**src/sfof_pkg.sv**
```systemverilog
// Shared constants and types for the stream first-occurrence filter.
package sfof_pkg;

  // Width of one list element value.
  localparam int unsigned ValueW = 32;

  // Default number of entries in the seen set.
  localparam int unsigned DefaultCapacity = 64;

  // Result transfer payload width: keep and set_overflow, padded to a byte.
  localparam int unsigned OutDataW = 8;

  // Outcome of looking up one value in the seen set.
  typedef struct packed {
    logic hit;   // value is already recorded in the current list
    logic full;  // no free entry is left to record a new value
  } lookup_t;

endpackage

```
**src/sfof_seen_set.sv**
```systemverilog
// Set of values already seen in the current list. Every stored entry has its
// own comparator, so a lookup is combinational. Entries fill from index
// zero upwards, so the fill count alone tells which entries are live.
module sfof_seen_set
  import sfof_pkg::*;
#(
  parameter int unsigned Capacity = DefaultCapacity
) (
  input  logic              clk_i,
  input  logic              rst_ni,
  input  logic [ValueW-1:0] value_i,   // value looked up, recorded on commit
  input  logic              commit_i,  // the looked-up item is handed on
  input  logic              last_i,    // item closes its list: empty the set
  output lookup_t           lookup_o
);

  localparam int unsigned IdxW = $clog2(Capacity);
  localparam int unsigned CntW = $clog2(Capacity + 1);

  logic [ValueW-1:0] entries_q [Capacity];
  logic [CntW-1:0]   count_q, count_d;
  logic [Capacity-1:0] match;
  logic              record;

  // Compare the value against every live entry in parallel.
  always_comb begin
    for (int unsigned i = 0; i < Capacity; i++) begin
      match[i] = (CntW'(i) < count_q) && (entries_q[i] == value_i);
    end
  end

  assign lookup_o.hit  = |match;
  assign lookup_o.full = (count_q == CntW'(Capacity));

  // A new value is recorded only while a free entry remains.
  assign record = commit_i && !lookup_o.hit && !lookup_o.full;

  // Fill count: emptied after the last element of a list.
  always_comb begin
    count_d = count_q;
    if (commit_i) begin
      if (last_i) begin
        count_d = '0;
      end else if (record) begin
        count_d = count_q + CntW'(1);
      end
    end
  end

  always_ff @(posedge clk_i or negedge rst_ni) begin
    if (!rst_ni) begin
      count_q <= '0;
    end else begin
      count_q <= count_d;
    end
  end

  // Entry storage: written at the next free index, read by the comparators.
  always_ff @(posedge clk_i) begin
    if (record) begin
      entries_q[count_q[IdxW-1:0]] <= value_i;
    end
  end

endmodule

```
**src/stream_first_occurrence_filter_unit.sv**
```systemverilog
// Stream first-occurrence filter. Each input transfer carries one signed
// 32-bit list element in tdata, with tlast marking the last element of its
// list; each produces exactly one result transfer, whose tdata bit 0 (keep) is
// 1 for the first occurrence of a value in the list and 0 for a repeat, bit 1
// (set_overflow) is 1 when a new value could not be recorded because all
// Capacity entries are in use (the value is then kept), and whose tlast copies
// the input tlast. The set is emptied after the element marked tlast. Items
// pass through an input register and then a result register; one item is
// taken every cycle while the result stream accepts them. The rate is set by
// the parallel compare of the held value against all stored entries and the
// update of the set in the same cycle.
module stream_first_occurrence_filter_unit
  import sfof_pkg::*;
#(
  parameter int unsigned Capacity = DefaultCapacity
) (
  input  logic                clk_i,
  input  logic                rst_ni,
  // Input stream.
  input  logic                s_axis_tvalid_i,
  output logic                s_axis_tready_o,
  input  logic [ValueW-1:0]   s_axis_tdata_i,   // [31:0] value
  input  logic                s_axis_tlast_i,   // last_of_list
  // Result stream.
  output logic                m_axis_tvalid_o,
  input  logic                m_axis_tready_i,
  output logic [OutDataW-1:0] m_axis_tdata_o,   // [0] keep, [1] set_overflow, rest zero
  output logic                m_axis_tlast_o    // end_of_list
);

  logic              in_valid_q, in_valid_d;
  logic [ValueW-1:0] in_value_q;
  logic              in_last_q;
  logic              out_valid_q, out_valid_d;
  logic              out_keep_q;
  logic              out_ovf_q;
  logic              out_last_q;
  logic              in_xfer;
  logic              advance;
  lookup_t           lookup;

  // The held item moves on when the result register is free or being emptied.
  assign advance         = in_valid_q && (!out_valid_q || m_axis_tready_i);
  assign s_axis_tready_o = !in_valid_q || advance;
  assign in_xfer         = s_axis_tvalid_i && s_axis_tready_o;

  sfof_seen_set #(
    .Capacity (Capacity)
  ) u_seen_set (
    .clk_i    (clk_i),
    .rst_ni   (rst_ni),
    .value_i  (in_value_q),
    .commit_i (advance),
    .last_i   (in_last_q),
    .lookup_o (lookup)
  );

  // Valid flags of the input and result registers.
  always_comb begin
    in_valid_d = in_valid_q;
    if (in_xfer) begin
      in_valid_d = 1'b1;
    end else if (advance) begin
      in_valid_d = 1'b0;
    end

    out_valid_d = out_valid_q;
    if (advance) begin
      out_valid_d = 1'b1;
    end else if (m_axis_tready_i) begin
      out_valid_d = 1'b0;
    end
  end

  always_ff @(posedge clk_i or negedge rst_ni) begin
    if (!rst_ni) begin
      in_valid_q  <= 1'b0;
      out_valid_q <= 1'b0;
    end else begin
      in_valid_q  <= in_valid_d;
      out_valid_q <= out_valid_d;
    end
  end

  // Input register payload.
  always_ff @(posedge clk_i) begin
    if (in_xfer) begin
      in_value_q <= s_axis_tdata_i;
      in_last_q  <= s_axis_tlast_i;
    end
  end

  // Result register payload: keep unless repeated, overflow when new but full.
  always_ff @(posedge clk_i) begin
    if (advance) begin
      out_keep_q <= !lookup.hit;
      out_ovf_q  <= !lookup.hit && lookup.full;
      out_last_q <= in_last_q;
    end
  end

  assign m_axis_tvalid_o = out_valid_q;
  assign m_axis_tdata_o  = {{(OutDataW - 2){1'b0}}, out_ovf_q, out_keep_q};
  assign m_axis_tlast_o  = out_last_q;

endmodule

```
**config.mk**
```make
export PLATFORM = sky130hd
export DESIGN_NAME = stream_first_occurrence_filter_unit
export DESIGN_NICKNAME = d
export VERILOG_FILES = /design/src/sfof_pkg.sv /design/src/sfof_seen_set.sv /design/src/stream_first_occurrence_filter_unit.sv
export SDC_FILE = /design/constraint.sdc
export NUM_CORES = 2
export LEC_CHECK = 0
export BUFFER_PORTS_ARGS = -buffer_cell sky130_fd_sc_hd__buf_4
export CORE_AREA = 2 2 403 405
export CTS_CLUSTER_DIAMETER = 60
export CTS_CLUSTER_SIZE = 30
export DETAILED_ROUTE_END_ITERATION = 8
export DIE_AREA = 0 0 405 407
export PLACE_DENSITY = 0.73
export SETUP_SLACK_MARGIN = 0.3
export SYNTH_ARGS = -nofsm -noshare
export SYNTH_HDL_FRONTEND = slang
export SYNTH_SLANG_ARGS = --single-unit
export TNS_END_PERCENT = 1
```
**constraint.sdc**
```tcl
create_clock -name clk_i -period 5.8 [get_ports clk_i]
set_clock_uncertainty 0.2 [all_clocks]
set_input_delay 0.58 -clock clk_i [delete_from_list [all_inputs] [get_ports clk_i]]
set_output_delay 0.58 -clock clk_i [all_outputs]
set_load 0.005 [all_outputs]
```
# Word level (Yosys, flattened, before mapping)
# Memories as Yosys holds them, arrays and structs flattened.
# Cells that the tools add are included.
dict set report word_totals {
  wordCells 227
  ff_bits 45
  inputBits 37
  memories 1
  mem_bits_rw 2048
}
dict set report op_classes {
  n_reduce_logical 80
  add_sub_neg 1
  n_eq_ne 65
  order_cmp 64
  n_mux 8
}
# name depth word_bits rd rd_clocked_by_memory_dff wr line
set memory_table {}
lappend memory_table {u_seen_set.entries_q 64 32 64 0 1 sfof_seen_set.sv:20} ;# logic [ValueW-1:0] entries_q [Capacity];
# op count
set ops {}
lappend ops {{== test 32 bit} 64}
lappend ops {{< comparator 6 x 7 -> 1 bit (first input constant)} 32}
lappend ops {{< comparator 5 x 7 -> 1 bit (first input constant)} 16}
lappend ops {{logical AND 1 bit} 69}
lappend ops {{OR reduction 64 bit} 1}
lappend ops {{< comparator 4 x 7 -> 1 bit (first input constant)} 8}
lappend ops {{< comparator 3 x 7 -> 1 bit (first input constant)} 4}
lappend ops {{< comparator 1 x 7 -> 1 bit (first input constant)} 2}
lappend ops {{< comparator 2 x 7 -> 1 bit (first input constant)} 2}
lappend ops {{2-to-1 mux 7 bit} 2}
lappend ops {{adder 7 x 1 -> 7 bit (second input constant)} 1}
lappend ops {{== test 7 bit (second input constant)} 1}
lappend ops {{2-to-1 mux 1 bit} 6}
lappend ops {{nonzero test 2 bit} 3}
lappend ops {{logical NOT 1 bit} 4}
lappend ops {{logical OR 1 bit} 2}
lappend ops {{AND reduction 2 bit} 1}

# Longest topological paths before layout
# An unclocked memory read counts as a cell.
dict set report logic_depth {
  depth_word 9
  ltp_mapped 15
}

# Cells and area by module
# A second synthesis with hierarchy kept.
dict set report hier_totals {
  cells_unflattened 5380
  hier_area_um2 87769.2
}
# mod instances seq_area_each_um2 area_per_inst_um2 cells_per_inst
set modules_own_cells {}
lappend modules_own_cells {sfof_seen_set 1 61674.2 86510.5 5325}
lappend modules_own_cells {stream_first_occurrence_filter_unit 1 1131.1 1258.7 55}

# Worst setup path before layout
# OpenSTA, ideal clock, no wires.
dict set report synth_path {
  kind {flip-flop to flip-flop}
  start {reg in_value_q[5]}
  end {mem u_seen_set.entries_q[15][0] (enable)}
  path_stages_with_launch 16
  arrival_time_ns 4.898
  required_time_ns 5.179
  path_slack_ns 0.281
  n_path_buf 5
  cell_sequence {edfxtp_1 > buf_2 > buf_2 > buf_4 > xor2_1 > nor4_1 > nand4_1 > nor3_1 > a2111oi_0 > nand4_1 > nor4_4 > and3_1 > buf_6 > nand2b_1 > clkbuf_1 > nor2_1}
}
dict set report synth_between {
  elab_chain_cells 8
  elab_cells_between_ends 134
}
# element line
set synth_rtl {}
lappend synth_rtl {{start, declared} stream_first_occurrence_filter_unit.sv:32} ;# logic [ValueW-1:0] in_value_q;
lappend synth_rtl {{start signal, assigned} stream_first_occurrence_filter_unit.sv:88} ;# in_value_q <= s_axis_tdata_i;
lappend synth_rtl {{== test 32 bit} sfof_seen_set.sv:28} ;# match[i] = (CntW'(i) < count_q) && (entries_q[i] == value_i);
lappend synth_rtl {{logical AND 1 bit} sfof_seen_set.sv:28}
lappend synth_rtl {{OR reduction 64 bit *} sfof_seen_set.sv:32} ;# assign lookup_o.hit = |match;
lappend synth_rtl {{logical NOT 1 bit *} sfof_seen_set.sv:36} ;# assign record = commit_i && !lookup_o.hit && !lookup_o.full;
lappend synth_rtl {{logical AND 1 bit * (2 in a row)} sfof_seen_set.sv:36}
lappend synth_rtl {{2-to-1 mux 1 bit *} sfof_seen_set.sv:60} ;# if (record) begin
lappend synth_rtl {{2-to-1 mux 1 bit (not written as such) *} sfof_seen_set.sv:61} ;# entries_q[count_q[IdxW-1:0]] <= value_i;
lappend synth_rtl {{end, declared} sfof_seen_set.sv:20}
# Mark *: on every way between the ends. The rest lies on a longest branch, timed or not.

# Final worst setup path
dict set report layout_path {
  start {reg in_value_q[8]}
  end {mem u_seen_set.entries_q[23][7] (enable)}
}
# The elaborated chain is that of the path after synthesis.

==> summary.md <==
| Metric | Value |
|---|---|
| Outcome | `finished clean` |
| Vias | `between 40,000 and 50,000` |
| Core area | `roughly 160,000 sq um` |
| Worst VDD drop | `0.252 mV` |
| GR Layer Usage met2 | `between 40% and 50%` |
| Crit-path max FO | `32` |
| Fin area | `~99,000 sq um` |
| Die Area | `around 160,000 sq um` |
| Yosys reg bits | `~2,100` |
| Leak Pwr | `between 30 and 40 nW` |
| H-tree depth | `4` |
| Sequential Power Share | `between 50 and 60%` |
| Number of distinct library cells after synthesis | `61` |
| Worst Path Arrival | `around 6 ns` |
| Max-cap violations | `0` |
| P_int | `22.6 mW` |
| # fillers | `approximately 11,000` |
| CP Capture Type | `flop` |
| Num CTS Buffers | `131` |
| Ys async rst share | `less than 1%` |
| Setup TNS | `0 ns` |
| Post-detailed-route count of antenna-violating nets | `0` |
| Period Utilization, post-route | `between 90 and 100%` |
| Post-DP HPWL | `between 100,000 and 150,000 um` |
| Synth top area cells | `edfxtp_1 (71%), xor2_1 (16%), xnor2_1 (4.2%)` |
| Starting Density | `between 50% and 60%` |
| Worst hold-check path type | `input port to flop` |
| Switching Fraction | `between 20% and 30%` |
| Startpoint types | `flop` |
| Vias in the first global route | `45,600` |
| Met3 usage | `3.92%` |
| Clk_lat worst skew | `between 0.8 and 0.9 ns` |
| Most used routing layer | `met2` |
| Post-synth EDFFs | `roughly 2,100` |
| Top-count cell post-synth | `edfxtp_1` |
| Sequential Area | `between 60,000 and 70,000 sq um` |
| Worst slew pin tran | `about 1.2 ns` |
| Die Y-Extent | `between 400 and 500 um` |
| Port bufs | `a little over 40` |
| Initial DRT Pass Iterations | `7` |
| Drt wl/cell | `between 20 and 30 um` |
| Ports | `48` |
| Initial antenna violation count | `8` |
| Post-synthesis sequential area ratio | `a little under three quarters` |
| Largest net degree at the start of global routing | `71` |
| First-pass GRT wire length | `322,000 um` |
| Mean Syn Cell Area | `16.4 sq um` |
| Grt ovf | `0` |
| Net Sw Power | `around 7.3 mW` |
| Pwr Density | `~300 nW/um^2` |
| Synthesized area | `about 88,000 sq um` |
| Area share of the largest cell type after synthesis | `slightly above 70%` |
| Relative slew slack | `between 10% and 20%` |
| Clk buf depth | `3` |
| Layout cells sized above 1 | `about an eighth` |
| DRT Wirelength | `225,000 um` |
| RSZ-0062 raised after global routing | `no` |
| Placed Area | `about 94,000 sq um` |
| Fmax | `approximately 180 MHz` |
| Top cells by count, synth | `edfxtp_1 (2,084), xor2_1 (1,629), nor4_1 (426)` |
| CP Data Required Time | `6.14 ns` |
| Post-CTS setup buffer count | `0` |
| Synth area leader | `edfxtp_1` |
| Combinational share of power | `between 8 and 9%` |
| Fin crit period | `between 5 and 6 ns` |
| Met1 Track Usage GR | `39.0%` |
| Area growth syn-to-layout | `12.8%` |
| Final hold vios | `0` |
| Multi-input gate area | `around 24,000 sq um` |
| Die width | `405 um` |
| Drt drc | `0` |
| RePlAce Congestion | `~0.89` |
| Main flop type after synthesis | `edfxtp_1` |
| Final setup viols | `0` |
| GRT Util Overall | `between 20% and 30%` |
| Cells after Synth | `approximately 5,400` |
| Row cnt | `about 150` |
| CTS sink count | `approximately 2,100` |
| Fin. max-slew vios | `0` |
| Reg clk slew, reported paths | `0.09 ns` |
| Final net count | `between 5,000 and 6,000` |
| Final core utilization | `roughly three fifths` |
| Power share of the clock group | `around a third` |
| Starting DRT DRC Count | `between 5,000 and 6,000` |
| Vias/cell | `about 6` |
| TritonCTS clock tree | `yes` |
| Hold Path Depth | `2` |
| CTS root buffer | `clkbuf_16` |
| Crit Path Class | `flop to flop` |
| R2R depth | `16` |
| Yosys warns | `0` |
layer usage:
layer | up-vias | part of all wire (%)
li1 | 20300 | -
met1 | 24500 | 41
met2 | 2200 | 47
met3 | 325 | 8.4
met4 | 4 | 3.1
met5 | - | 0.012
worst max-delay path, cell delays in order, from the launching register on:
cell       delay [ns]
edfxtp_1         0.56
buf_12           0.23
buf_4            0.37
xor2_1           0.12
nor4_1           0.77
nand3_1          0.45
nor3_1           0.66
a2111oi_1        0.16
buf_4            0.21
nand4_1          0.23
nor4_4           0.08
and3_1           0.22
buf_12           0.16
nand2b_1         0.16
buf_4            0.35
nor2_2           0.09
buf_12           0.18
worst paths after layout:
kind	to	slack (ns)	startpoint
worst max-delay path	u_seen_set.entries_q[23][7]$_DFFE_PP_	0.26	in_value_q[8]$_DFFE_PP_
worst min-delay path	in_value_q[20]$_DFFE_PP_	0.29	s_axis_tdata_i[20]
worst max register to register	u_seen_set.entries_q[23][7]$_DFFE_PP_	0.26	in_value_q[8]$_DFFE_PP_
worst min register to register	m_axis_tvalid_o$_DFFE_PN0P_	0.30	in_valid_q$_DFFE_PN0P_
max in group asynchronous	u_seen_set.count_q[4]$_DFFE_PN0P_	4.07	rst_ni
min in group asynchronous	m_axis_tvalid_o$_DFFE_PN0P_	0.74	rst_ni
logic make-up (layout without fill, tap and decap cells):
logic type	count (synthesis)	after routing	share of synthesized area [%]
flops	2093	2093	71.4
xor+xnor	2048	2048	20.4
simple gates	884	884	5.98
buf+inv	261	679	1.68
compound gates	64	64	0.540
fa+ha+maj	2	2	0.0284
other cells	1	9	0.00426
mux	1	1	0.0128
through the flow:
step	hold slack [ns]	setup slack (ns)	power, mW	std cells
after floorplan	0.0844	0.281	18.6	5359
after global placement	0.242	0.232	19.8	7656
after detailed placement	0.245	0.292	19.8	7657
after CTS	0.237	0.278	30.0	7936
after global routing	0.283	0.372	30.6	7937
final	0.293	0.257	29.9	7940
cell type report:
cell class                 count  share of cell area (%)
clock buffer                 143                    3.50
sequential                  2093                    63.3
antenna                        3                 0.00756
multi-input combinational   3005                    24.1
inverter                       6                  0.0227
tap                         2160                    2.72
timing repair buffer         432                    5.21
clock inverter                98                    1.13
power by group through the flow:
stage	Clock, mW	Combinational (mW)	Sequential, mW
2_1_floorplan	0	1.28	17.3
3_3_place_gp	0	2.55	17.2
3_5_place_dp	0	2.60	17.2
4_1_cts	10.4	2.63	16.9
5_1_grt	10.9	2.77	16.9
6_report	10.3	2.66	16.9
timing repair:
action                     CTS  global route
pin swaps                    0             0
gates resized for setup      3             2
hold endpoints to repair    44             0
hold buffers                38             0
setup endpoints to repair   95            29
flip-flops by register name, summed over array words and instances (netlist names):
signal,count
out_ovf_q,1
u_seen_set.count_q,7
in_valid_q,1
in_value_q,32
out_keep_q,1
m_axis_tvalid_o,1
m_axis_tlast_o,1
in_last_q,1
u_seen_set.entries_q,2048
cells in the final DEF, fill, tap and decap left out, types with 8 or more instances in the layout:
master	instances
buf_4	246
clkinv_4	9
o21ai_0	10
dlygate4sd3_1	38
xor2_1	1629
nand2b_1	10
xnor2_1	419
inv_8	14
nor4_1	421
clkinv_1	12
nand4_1	175
buf_12	147
nand2_1	29
bufinv_16	8
inv_6	20
clkinv_8	9
nor3_1	68
nor2_2	64
clkinvlp_4	11
a2111oi_0	16
nor2_1	14
nand3_1	57
clkbuf_16	138
a21oi_1	11
edfxtp_1	2084
Note: power is estimated with default switching activity, not from simulation.
